`src/rtl/core/kse_pkg.sv`:
```
// types, constants and codes for the kinetic scroll engine
package kse_pkg;

   localparam int FRAC_BITS   = 8;
   localparam int DELTA_W     = 24;
   localparam int SPEED_W     = 24;
   localparam int POS_W       = 32;
   localparam int TIME_W      = 16;
   localparam int SPEED_LIM_W = 23;
   localparam int MAG_W       = 22;
   localparam int STEP_W      = FRAC_BITS + 1;
   localparam int CNT_W       = $clog2(FRAC_BITS);

   // divide by five as multiply by a rounded-up reciprocal
   localparam int DIV5_SHIFT  = 25;
   localparam int DIV5_MULT   = (2 ** DIV5_SHIFT + 4) / 5;
   localparam int DIV5_MULT_W = DIV5_SHIFT - 2;
   localparam int PROD_W      = DELTA_W + DIV5_MULT_W;

   localparam logic [STEP_W-1:0] STEP_ONE = STEP_W'(1) << FRAC_BITS;
   localparam logic [CNT_W-1:0]  CNT_LAST = CNT_W'(FRAC_BITS - 1);

   localparam logic [TIME_W-1:0]      TIME_MIN_RESET  = 16'd50;
   localparam logic [TIME_W-1:0]      TIME_MAX_RESET  = 16'd300;
   localparam logic [SPEED_LIM_W-1:0] MAX_SPEED_RESET = 23'd2560;

   localparam logic [1:0] CSR_TIME_MIN  = 2'd0;
   localparam logic [1:0] CSR_TIME_MAX  = 2'd1;
   localparam logic [1:0] CSR_MAX_SPEED = 2'd2;

   localparam logic [1:0] CMD_MOVE    = 2'd0;
   localparam logic [1:0] CMD_RELEASE = 2'd1;
   localparam logic [1:0] CMD_TICK    = 2'd2;

   typedef enum logic [1:0] {
      MODE_IDLE   = 2'd0,
      MODE_MOVE   = 2'd1,
      MODE_SCROLL = 2'd2
   } mode_type;

   typedef enum logic [3:0] {
      ST_IDLE,
      ST_DECODE,
      ST_SPEED,
      ST_MAX,
      ST_DIV_INIT,
      ST_DIV,
      ST_DIV_END,
      ST_SUB,
      ST_FIN
   } state_type;

   typedef enum logic [3:0] {
      LOP_NONE,
      LOP_LOAD,
      LOP_MUL5,
      LOP_SPEED,
      LOP_DIV_INIT,
      LOP_DIV_STEP,
      LOP_DIV_END,
      LOP_LOWER,
      LOP_SUB_DELTA,
      LOP_SUB_SPEED
   } lane_op_type;

   typedef struct packed {
      lane_op_type op;
      logic        div_zero;
   } lane_ctrl_type;

   typedef struct packed {
      logic [MAG_W-1:0] mag;
      logic             speed_zero;
   } lane_stat_type;

   typedef struct packed {
      logic [1:0]                command;
      logic signed [DELTA_W-1:0] delta_x;
      logic signed [DELTA_W-1:0] delta_y;
      logic [TIME_W-1:0]         now_ms;
   } req_type;

   typedef struct packed {
      logic signed [POS_W-1:0] offset_x;
      logic signed [POS_W-1:0] offset_y;
      mode_type                mode;
      logic                    ticks_wanted;
   } rsp_type;

endpackage

```
`src/rtl/core/kse_lane.sv`:
```
// one axis lane: speed from delta, step divider, tick slow-down and saturating offset
module kse_lane (
   input  logic                                clock,
   input  logic                                reset,
   input  kse_pkg::lane_ctrl_type              ctrl,
   input  logic signed [kse_pkg::DELTA_W-1:0]  req_delta,
   input  logic [kse_pkg::MAG_W-1:0]           div_max,
   input  logic [kse_pkg::SPEED_LIM_W-1:0]     max_speed,
   output kse_pkg::lane_stat_type              stat,
   output logic signed [kse_pkg::POS_W-1:0]    pos
);
   import kse_pkg::*;

   logic signed [DELTA_W-1:0] delta_ff, delta_in;
   logic [PROD_W-1:0]         prod_ff, prod_in;
   logic                      neg_ff, neg_in;
   logic signed [SPEED_W-1:0] speed_ff, speed_in;
   logic [MAG_W-1:0]          mag_ff, mag_in;
   logic [MAG_W:0]            rem_ff, rem_in;
   logic [STEP_W-1:0]         quo_ff, quo_in;
   logic [STEP_W-1:0]         step_ff, step_in;
   logic signed [POS_W-1:0]   pos_ff, pos_in;

   logic [DELTA_W-1:0]        dmag;
   logic [PROD_W-1:0]         prod;
   logic [MAG_W-1:0]          quot;
   logic [SPEED_W-1:0]        speed_new;
   logic [MAG_W:0]            div_m;
   logic [MAG_W:0]            mag_ext;
   logic [MAG_W:0]            sh;
   logic                      init_ge;
   logic                      step_ge;
   logic signed [SPEED_W:0]   s_ext;
   logic signed [SPEED_W:0]   lim;
   logic signed [SPEED_W:0]   step_ext;
   logic signed [SPEED_W:0]   clamped;
   logic signed [SPEED_W:0]   t;
   logic signed [SPEED_W:0]   lowered;
   logic signed [SPEED_W-1:0] sub_b;
   logic signed [POS_W:0]     diff;
   logic signed [POS_W-1:0]   sat_diff;

   // |delta| / 5 by reciprocal, exact over the whole 24-bit range
   always_comb begin
      dmag      = delta_ff[DELTA_W-1] ? (~delta_ff + 1'b1) : delta_ff;
      prod      = PROD_W'(dmag) * PROD_W'(DIV5_MULT);
      quot      = prod_ff[DIV5_SHIFT +: MAG_W];
      speed_new = neg_ff ? -SPEED_W'(quot) : SPEED_W'(quot);
   end

   // restoring divide, one quotient bit a cycle
   always_comb begin
      div_m   = {1'b0, div_max};
      mag_ext = {1'b0, mag_ff};
      sh      = {rem_ff[MAG_W-1:0], 1'b0};
      init_ge = mag_ext >= div_m;
      step_ge = sh >= div_m;
   end

   // clamp to the speed limit, then move towards zero without crossing it
   always_comb begin
      s_ext    = {speed_ff[SPEED_W-1], speed_ff};
      lim      = {{(SPEED_W + 1 - SPEED_LIM_W){1'b0}}, max_speed};
      step_ext = {{(SPEED_W + 1 - STEP_W){1'b0}}, step_ff};
      if (s_ext > lim) begin
         clamped = lim;
      end else if (s_ext < -lim) begin
         clamped = -lim;
      end else begin
         clamped = s_ext;
      end
      t       = '0;
      lowered = '0;
      if (clamped > 0) begin
         t       = clamped - step_ext;
         lowered = t[SPEED_W] ? '0 : t;
      end else if (clamped < 0) begin
         t       = clamped + step_ext;
         lowered = (t > 0) ? '0 : t;
      end
   end

   always_comb begin
      sub_b = (ctrl.op == LOP_SUB_DELTA) ? delta_ff : speed_ff;
      diff  = {pos_ff[POS_W-1], pos_ff} - {{(POS_W + 1 - SPEED_W){sub_b[SPEED_W-1]}}, sub_b};
      if (diff[POS_W] != diff[POS_W-1]) begin
         sat_diff = diff[POS_W] ? {1'b1, {(POS_W - 1){1'b0}}} : {1'b0, {(POS_W - 1){1'b1}}};
      end else begin
         sat_diff = diff[POS_W-1:0];
      end
   end

   always_comb begin
      delta_in = delta_ff;
      prod_in  = prod_ff;
      neg_in   = neg_ff;
      speed_in = speed_ff;
      mag_in   = mag_ff;
      rem_in   = rem_ff;
      quo_in   = quo_ff;
      step_in  = step_ff;
      pos_in   = pos_ff;
      unique case (ctrl.op)
         LOP_LOAD: begin
            delta_in = req_delta;
         end
         LOP_MUL5: begin
            prod_in = prod;
            neg_in  = delta_ff[DELTA_W-1];
         end
         LOP_SPEED: begin
            speed_in = speed_new;
            mag_in   = quot;
         end
         LOP_DIV_INIT: begin
            rem_in = init_ge ? (mag_ext - div_m) : mag_ext;
            quo_in = {{FRAC_BITS{1'b0}}, init_ge};
         end
         LOP_DIV_STEP: begin
            rem_in = step_ge ? (sh - div_m) : sh;
            quo_in = {quo_ff[STEP_W-2:0], step_ge};
         end
         LOP_DIV_END: begin
            // round up so a moving axis never gets a zero step
            step_in = ctrl.div_zero ? STEP_ONE : (quo_ff + STEP_W'(rem_ff != '0));
         end
         LOP_LOWER: begin
            speed_in = lowered[SPEED_W-1:0];
         end
         LOP_SUB_DELTA, LOP_SUB_SPEED: begin
            pos_in = sat_diff;
         end
         default: begin
         end
      endcase
   end

   always_ff @(posedge clock) begin
      delta_ff <= delta_in;
      prod_ff  <= prod_in;
      neg_ff   <= neg_in;
      mag_ff   <= mag_in;
      rem_ff   <= rem_in;
      quo_ff   <= quo_in;
   end

   always_ff @(posedge clock) begin
      if (reset) begin
         speed_ff <= '0;
         step_ff  <= STEP_ONE;
         pos_ff   <= '0;
      end else begin
         speed_ff <= speed_in;
         step_ff  <= step_in;
         pos_ff   <= pos_in;
      end
   end

   assign stat.mag        = mag_ff;
   assign stat.speed_zero = (speed_ff == '0);
   assign pos             = pos_ff;

endmodule

```
`config.mk`:
```
export PLATFORM = sky130hd
export DESIGN_NAME = kse_lane
export DESIGN_NICKNAME = d
export VERILOG_FILES = /design/src/rtl/core/kse_pkg.sv /design/src/rtl/core/kse_lane.sv
export SDC_FILE = /design/constraint.sdc
export NUM_CORES = 1
export LEC_CHECK = 0
export BUFFER_PORTS_ARGS = -buffer_cell sky130_fd_sc_hd__buf_2
export CAP_MARGIN = 20
export CORE_ASPECT_RATIO = 0.9
export CORE_MARGIN = 4
export CORE_UTILIZATION = 45
export DETAILED_ROUTE_END_ITERATION = 6
export SYNTH_ARGS = -nofsm -noshare
export SYNTH_HDL_FRONTEND = slang
export SYNTH_SLANG_ARGS = --single-unit
```
`constraint.sdc`:
```
create_clock -name clock -period 9.1 [get_ports clock]
set_clock_uncertainty 0.15 [all_clocks]
set_input_delay 0.91 -clock clock [delete_from_list [all_inputs] [get_ports clock]]
set_output_delay 0.91 -clock clock [all_outputs]
set_load 0.005 [all_outputs]
```
Word-level counts from Yosys, hierarchy flattened. Cells that the tools add are included.

$mul: 1. $lt $le $gt $ge: 7. Multiplexer cells: 17. Add/subtract/negate cells: 9. Reductions and logical operators: 5. Bitwise operators: 1. Equality and inequality tests: 10.

Operators by type and width (number): two-way mux 24 bit (7); two-way mux 32 bit (2); greater-than comparator 25 x 1 -> 1 bit (second input constant) (2); two-way mux 25 bit (2); case mux 24 bit (2 select lines) (1); multiplier 24 x 23 -> 47 bit (second input constant) (1); two-way mux 23 bit (2); case mux 23 bit (2 select lines) (1); subtractor 32 x 24 -> 33 bit (1); adder 25 x 10 -> 25 bit (1); less-than comparator 24 x 25 -> 1 bit (1); less-than comparator 25 x 1 -> 1 bit (second input constant) (1); negator 23 -> 25 bit (1); subtractor 25 x 10 -> 25 bit (1); adder 24 x 1 -> 24 bit (second input constant) (1); greater-than comparator 24 bit (1); logical NOT 24 bit (1); negator 22 -> 24 bit (1); inverter 24 bit (1); >= comparator 23 x 22 -> 1 bit (1); nonzero test 23 bit (1); subtractor 22 x 22 -> 23 bit (1); subtractor 23 x 22 -> 23 bit (1); >= comparator 22 bit (1); 10 further kinds (16).

Register bits after elaboration: 191. Word-level logic and storage cells: 59. Bits of input ports: 76. Output and inout bits: 55.

Longest topological paths before layout. Gate-level depths: netlist of run 1.

Depth in word-level cells: 10. Gate-level depth with buffers: 37. Depth with buffers taken out: 35.

Worst setup path before layout of run 1. OpenSTA, ideal clock, no wires.

Path type: input to register. Start point: input max_speed[1] (netlist bit). End point: register speed_ff[21]. Data arrival time: 8959 ps. Stages on the path: 33. Data required time: 8876 ps. Buffers on the path: 1. Path slack: -84 ps. Cell sequence: inv_1 > ha_1 > or3b_1 > buf_6 > or4_4 > or3_4 > or3_1 > nand2_1 > ha_1 > a21o_1 > a21oi_1 > o21ai_0 > or2_2 > a211oi_1 > a211oi_1 > o21ai_0 > ha_1 > inv_1 > fa_1 > o21bai_1 > a21o_1 > a221oi_1 > a221oi_1 > nand3_1 > a2111oi_0 > nor3_1 > nand3b_1 > o21a_1 > a2111o_1 > o41ai_4 > nand2_2 > or4_1 > a31oi_1.

Longest elaborated chain between the ends: 10.

RTL lines: from (decl) (line kse_lane.sv:8) `input logic [kse_pkg::SPEED_LIM_W-1:0] max_speed,`; negator 23 -> 25 bit (line kse_lane.sv:67, kse_lane.sv:68); less-than comparator 24 x 25 -> 1 bit (line kse_lane.sv:67) `end else if (s_ext < -lim) begin`; two-way mux 25 bit (line kse_lane.sv:67); two-way mux 25 bit (*) (line kse_lane.sv:65) `if (s_ext > lim) begin`; adder 25 x 10 -> 25 bit (line kse_lane.sv:78) `t = clamped + step_ext;`; greater-than comparator 25 x 1 -> 1 bit (line kse_lane.sv:79) `lowered = (t > 0) ? '0 : t;`; two-way mux 24 bit (line kse_lane.sv:79); two-way mux 24 bit (line kse_lane.sv:77) `end else if (clamped < 0) begin`; two-way mux 24 bit (*) (line kse_lane.sv:74) `if (clamped > 0) begin`; case mux 24 bit (2 select lines) (*) (line kse_lane.sv:103) `unique case (ctrl.op)`; to (signal assigned) (line kse_lane.sv:153) `speed_ff <= speed_in;`; to (decl) (line kse_lane.sv:17) `logic signed [SPEED_W-1:0] speed_ff, speed_in;`.

Every way passes the cells marked *; elsewhere a longest branch is shown, timed or not. A chain may end at the register's enable or synchronous reset.

Worst setup path in the final report of run 1.
Start point: register delta_ff[0]. End point: register prod_ff[46] (data pin).

Longest elaborated chain between the ends: 4.

RTL lines: from (decl) (line kse_lane.sv:14) `logic signed [DELTA_W-1:0] delta_ff, delta_in;`; from (signal assigned) (line kse_lane.sv:139) `delta_ff <= delta_in;`; inverter 24 bit (line kse_lane.sv:45) `dmag = delta_ff[DELTA_W-1] ? (~delta_ff + 1'b1) : delta_ff;`; adder 24 x 1 -> 24 bit (line kse_lane.sv:45); two-way mux 24 bit (*) (line kse_lane.sv:45); multiplier 24 x 23 -> 47 bit (*) (line kse_lane.sv:46) `prod = PROD_W'(dmag) * PROD_W'(DIV5_MULT);`; named net prod[46] (line kse_lane.sv:25) `logic [PROD_W-1:0] prod;`; to (signal assigned) (line kse_lane.sv:140) `prod_ff <= prod_in;`; to (decl) (line kse_lane.sv:15) `logic [PROD_W-1:0] prod_ff, prod_in;`.

The timed path passes the listed nets; every way through them passes the cells marked *.

==> flow_summary_export.csv, run 1 <==
group,metric,value,unit
critical_path,cp_data_required_time,9.15,ns
final_layout,final_common_cell,"inv_1",
min_path,hp-class,"reg -> reg",
critical_path,cp_data_arrival_time,8.81,ns
critical_path,path_buf_inv,6,
global_route,grt_first_pass_wirelength,121000,um
timing,fmax,114,MHz
timing,fin_crit_sh,0.963,
place,portBuffers,130,
floorplanning,dieWidth,256,um
critical_path,path_class,"reg -> reg",
critical_path,slowest_stage,"fa_1",
clock_network,clkTransAtPathRegs,0.07,ns
floorplanning,core_area,54500,um^2
timing,tightest_slew,1.14,ns
timing,slew_headroom,0.232,
synth,synth_area_per_cell,8.95,um^2
floorplanning,rows,81,
clock_network,clock_sinks,166,
clock_network,holdBufCountCts,0,
synth,yosys_register_bits,166,
run_status,violations,"DRC",
synth,syn_inst,2781,
final_layout,diodes,0,
global_route,first_global_vias,21400,
power_and_ir_drop,p_total,8.93,mW
synth,syn-cell-area,24900,um^2
drt,wl,78000,um
timing,setup_viol,0,
synth,yosysWarningCount,0,
drt,first_pass_iters,7,
global_route,grt-ovfl-total,0,
power_and_ir_drop,p_leak,13.3,nW
clock_network,htreeDepth,4,
clock_network,cts_buffers,17,
critical_path,start_kind,"flop",
critical_path,rr_startpoint,"delta_ff[0]$_DFFE_PN_",
critical_path,crit_path_start,"delta_ff[0]$_DFFE_PN_",
clock_network,clock_path_buffers,2,
clock_network,insertion_delay,0.45,ns
global_route,antenna_found_initial,0,
drt,num_vias,21400,
timing,fin_crit,8.76,ns
drt,drt_iter0_drc,1591,
floorplanning,io_pins,131,
drt,wl_per_cell,21.0,um
final_layout,finalNetCount,3654,
synth,synthArstFlopShare,0,
place,gp_congestion,0.997,
global_route,grt_max_degree,55,
floorplanning,die-area,59100,um^2
critical_path,crit_family,"adder cells",
critical_path,crit_fanout,4,
timing,maxSlewViolCount,0,
critical_path,crit_top_cell,"fa_1",
final_layout,mostFrequentLayoutCells,"inv_1, ha_1, fa_1",
synth,synth.distinct_cells,93,
place,dp_hpwl,64200,um
synth,synthFlopType,"edfxtp_1",
final_layout,multi_input_area,18800,um^2
drt,ant_nets,0,
run_status,status,"finished, violations left",
floorplanning,die_h,231,um
min_path,min_from,"prod_ff[35]$_DFFE_PN_",
final_layout,register_area,4330,um^2
final_layout,fillCellCount,5149,
final_layout,area_delta_synth_final,13.0,%
flow_run,maxCapViolations,0,
power_and_ir_drop,powerDensity,317,nW/um^2
power_and_ir_drop,ir_drop,1.19,mV
drt,remaining_drc_errors,1,
drt,vias_per_cell,5.77,
critical_path,slowest_delay,0.57,ns
clock_network,root_buffer,"clkbuf_16",
global_route,grt_use_total,0.258,
synth,ys_seq_area_frac,0.174,
critical_path,r2r_slack,0.34,ns
critical_path,worst_setup_path_end_kind,"flop",
floorplanning,start_util,0.457,
clock_network,cts_tree,"yes",
timing,hold_viol_final,0,
synth,synth_nets,3445,
timing,hold_slack,0.392,ns
final_layout,drive_above_1_share,0.131,
synth,synth-edff-count,101,
final_layout,fin_util,0.516,
==> layer usage <==
layer  global-route usage  up-vias  wire (um)
li1                     -    10100          -
met1                0.348    10500      34400
met2                0.419      653      35700
met3               0.0558      117       5470
met4               0.0804        0       2400
met5                    0        -          0
==> layout make-up <==
class / count / area share
multi-input combinational: 2055 / 0.669
tap: 705 / 0.0314
clock inverter: 10 / 0.00374
clock buffer: 22 / 0.0177
sequential: 166 / 0.154
inverter: 481 / 0.0642
timing repair buffer: 269 / 0.0602
==> state kept, by name, indices dropped and copies added (netlist names) <==
name / flops
mag_ff: 22
speed_ff: 24
step_ff: 9
quo_ff: 9
rem_ff: 23
neg_ff: 1
delta_ff: 24
pos: 32
prod_ff: 22
==> cell usage after synthesis, types with 7 or more instances <==
cell | count | area (um^2)
and3_1 | 25 | 156
inv_1 | 480 | 1800
o41ai_1 | 11 | 96.3
a22oi_1 | 13 | 97.6
or3_1 | 27 | 169
nand2_1 | 111 | 417
nand4_1 | 24 | 150
a21oi_1 | 182 | 911
a31oi_1 | 17 | 106
buf_2 | 9 | 45.0
or4_1 | 12 | 90.1
fa_1 | 222 | 4440
mux2i_1 | 51 | 510
a21o_1 | 38 | 285
and2_1 | 25 | 156
clkbuf_1 | 67 | 251
o31a_1 | 8 | 70.1
o21a_1 | 16 | 120
a221oi_1 | 10 | 87.6
or2_2 | 12 | 75.1
nor3_1 | 51 | 255
a21boi_0 | 11 | 82.6
xor2_1 | 54 | 473
o31ai_1 | 18 | 135
a2111oi_0 | 10 | 87.6
xnor2_1 | 109 | 955
nand3_1 | 48 | 240
nor2_1 | 143 | 537
o21bai_1 | 14 | 105
o221ai_1 | 10 | 87.6
ha_1 | 366 | 4580
nand2b_1 | 24 | 150
o211ai_1 | 8 | 60.1
a211oi_1 | 45 | 338
nor4_1 | 22 | 138
edfxtp_1 | 101 | 3030
a211o_1 | 7 | 61.3
o21ai_0 | 149 | 746
o2111ai_1 | 13 | 114
dfxtp_1 | 65 | 1300
nor2b_1 | 22 | 138
nand3b_1 | 8 | 60.1
==> where the power goes <==
group	total (mW)	leakage, nW	internal [mW]	switching, mW
clock	0.755	0.296	0.423	0.332
sequential	1.22	1.46	1.11	0.103
combinational	6.95	11.6	2.98	3.98
==> worst paths after layout <==
| check | end | cells after the start |
|---|---|---|
| max reg2reg | prod_ff[46]$_DFFE_PN_ | 31 |
| min | mag_ff[10]$_DFFE_PP_ | 0 |
| max | prod_ff[46]$_DFFE_PN_ | 31 |
| min reg2reg | mag_ff[10]$_DFFE_PP_ | 0 |
==> timing repair <==
item / 4_1_cts / 5_1_grt
resized for setup: 7 / 42
setup buffers: 2 / 10
endpoints found under the setup margin: 4 / 20
endpoints found under the hold margin: 0 / 0
pin swaps: 2 / 18
==> through the flow <==
step,cell area [um^2],setup WS (ns),std cells,TNS [ns]
finish,28100,0.340,3708,0
global route,28100,-0.0324,3708,-0.0324
CTS,27800,0.00263,3698,0
detailed placement,27200,-0.256,3664,-0.442
global placement,27200,-0.104,3664,-0.104
floorplan,24900,0.157,2781,0
==> worst reg2reg max path: cells and delay by family (launching register included) <==
kind	cells	cell delay (ns)
simple gates	5	1.53
flops	1	0.41
fa+ha+maj	9	3.89
xor+xnor	2	0.36
buf+inv	6	0.46
compound gates	9	1.73
==> cells by family (layout without fill, tap and decap cells) <==
group,after synthesis,after routing,share of synthesized area
simple gates,590,590,0.123
buf+inv,560,782,0.0852
mux,53,53,0.0214
fa+ha+maj,591,591,0.364
flops,166,166,0.174
xor+xnor,165,165,0.0587
compound gates,656,656,0.174
No activity file was read; power rests on OpenSTA's default activity.
==> run 2, diff against run 1 <==
Settings changed: CELL_PAD_IN_SITES_DETAIL_PLACEMENT set to 0, CELL_PAD_IN_SITES_GLOBAL_PLACEMENT set to 1, PLACE_DENSITY_LB_ADDON set to 0.1.
==> flow_summary_export.csv, run 2 (synthesized netlist as in run 1, its figures left out) <==
group,metric,value,unit
run_status,status,"finished, final reports clean",
timing,tightest_slew,1.01,ns
final_layout,fin_util,0.509,
critical_path,path_class,"reg -> reg",
drt,vias_per_cell,5.75,
global_route,grt_use_total,0.278,
timing,setup_ws,0.351,ns
clock_network,clkTransAtPathRegs,0.07,ns
power_and_ir_drop,p_leak,13.1,nW
clock_network,htreeDepth,4,
power_and_ir_drop,powerDensity,312,nW/um^2
timing,rsz0062_at_grt,"yes",
critical_path,cp_data_arrival_time,8.81,ns
place,dp_slack,-0.214,ns
timing,fmax,114,MHz
floorplanning,die-area,59100,um^2
critical_path,crit_top_cell,"fa_1",
drt,remaining_drc_errors,0,
clock_network,cts_buffers,17,
final_layout,area_delta_synth_final,11.4,%
place,dp_hpwl,68800,um
drt,first_pass_iters,7,
global_route,first_global_vias,21000,
drt,ant_nets,0,
place,portBuffers,130,
timing,slew_headroom,0.325,
critical_path,crit_family,"adder cells",
floorplanning,io_pins,131,
clock_network,insertion_delay,0.48,ns
final_layout,mostFrequentLayoutCells,"inv_1, ha_1, fa_1",
power_and_ir_drop,ir_drop,0.457,mV
final_layout,finalNetCount,3624,
floorplanning,dieWidth,256,um
flow_run,maxCapViolations,0,
min_path,hp-class,"reg -> reg",
final_layout,final_common_cell,"inv_1",
critical_path,slowest_stage,"or4_1",
timing,fin_crit,8.75,ns
critical_path,worst_setup_path_end_kind,"flop",
critical_path,cp_data_required_time,9.16,ns
final_layout,drive_above_1_share,0.119,
clock_network,clock_sinks,166,
timing,setup_viol,0,
critical_path,crit_fanout,5,
clock_network,cts_tree,"yes",
floorplanning,rows,81,
global_route,grt-ovfl-total,0,
timing,maxSlewViolCount,0,
drt,wl_per_cell,22.5,um
global_route,grt_first_pass_wirelength,127000,um
clock_network,root_buffer,"clkbuf_16",
global_route,antenna_found_initial,0,
floorplanning,core_area,54500,um^2
power_and_ir_drop,p_total,8.66,mW
critical_path,start_kind,"flop",
timing,setup_tns,0,ns
timing,hold_viol_final,0,
drt,wl,82800,um
critical_path,path_buf_inv,4,
final_layout,largest_register_ffs,32,
drt,drt_iter0_drc,1562,
clock_network,holdBufCountCts,0,
floorplanning,start_util,0.457,
timing,fin_crit_sh,0.961,
global_route,grt_max_degree,58,
drt,num_vias,21100,
place,gp_congestion,0.966,
critical_path,slowest_delay,0.60,ns
floorplanning,die_h,231,um
clock_network,clock_path_buffers,2,
final_layout,diodes,0,
==> run 2: cell types whose count changed in the layout (fill, tap and decap cells not counted), moves of 2 or more <==
cell,previous run,this run
buf_4,139,108
ha_1,360,365
clkinv_4,1,4
ha_4,3,0
o21ai_1,7,10
xnor2_1,101,104
xnor2_2,10,7
clkbuf_16,19,17
ha_2,3,1
inv_2,2,0
nor2_1,138,136
nor2_2,4,6
nor4_1,21,19
o21ai_0,146,144
==> run 2: through the flow <==
| stage | hold slack [ns] | std cells | area, um^2 |
|---|---|---|---|
| floorplan | 0.274 | 2781 | 24900 |
| global placement | 0.372 | 3641 | 27000 |
| detailed placement | 0.374 | 3641 | 27000 |
| CTS | 0.380 | 3673 | 27500 |
| global route | 0.396 | 3678 | 27700 |
| finish | 0.377 | 3678 | 27700 |
==> run 2: report_power, final <==
| group | total (mW) | internal [mW] | leakage [nW] | switching, mW |
|---|---|---|---|---|
| combinational | 6.73 | 2.89 | 11.4 | 3.83 |
| clock | 0.712 | 0.356 | 0.267 | 0.356 |
| sequential | 1.23 | 1.11 | 1.46 | 0.112 |
| total | 8.66 | 4.36 | 13.1 | 4.30 |
==> run 2: final timing paths <==
check                   startpoint                    end  slack (ns)  depth (start not counted)
max          delta_ff[3]$_DFFE_PN_  prod_ff[46]$_DFFE_PN_        0.35                         29
min reg2reg  prod_ff[39]$_DFFE_PN_   mag_ff[14]$_DFFE_PP_        0.38                          0
min          prod_ff[39]$_DFFE_PN_   mag_ff[14]$_DFFE_PP_        0.38                          0
max reg2reg  delta_ff[3]$_DFFE_PN_  prod_ff[46]$_DFFE_PN_        0.35                         29
==> run 2: layer usage <==
| layer | wire length [um] | GRT usage |
|---|---|---|
| met1 | 37700 | 0.386 |
| met2 | 38300 | 0.454 |
| met5 | 0 | 0 |
| met4 | 2780 | 0.0963 |
| met3 | 3990 | 0.0314 |
==> run 2: repair_timing <==
action	CTS	global route
buffers inserted	0	5
gates resized for setup	2	34
pin swaps	0	7
endpoints found under the setup margin	1	27
cloned	0	0
==> run 2: area by class of cell <==
class                      instances  area [um^2]
tap                              705          882
clock inverter                    14          118
timing repair buffer             239         1470
multi-input combinational       2055        18700
sequential                       166         4330
fill                            5139        26800
inverter                         481         1810
clock buffer                      18          429
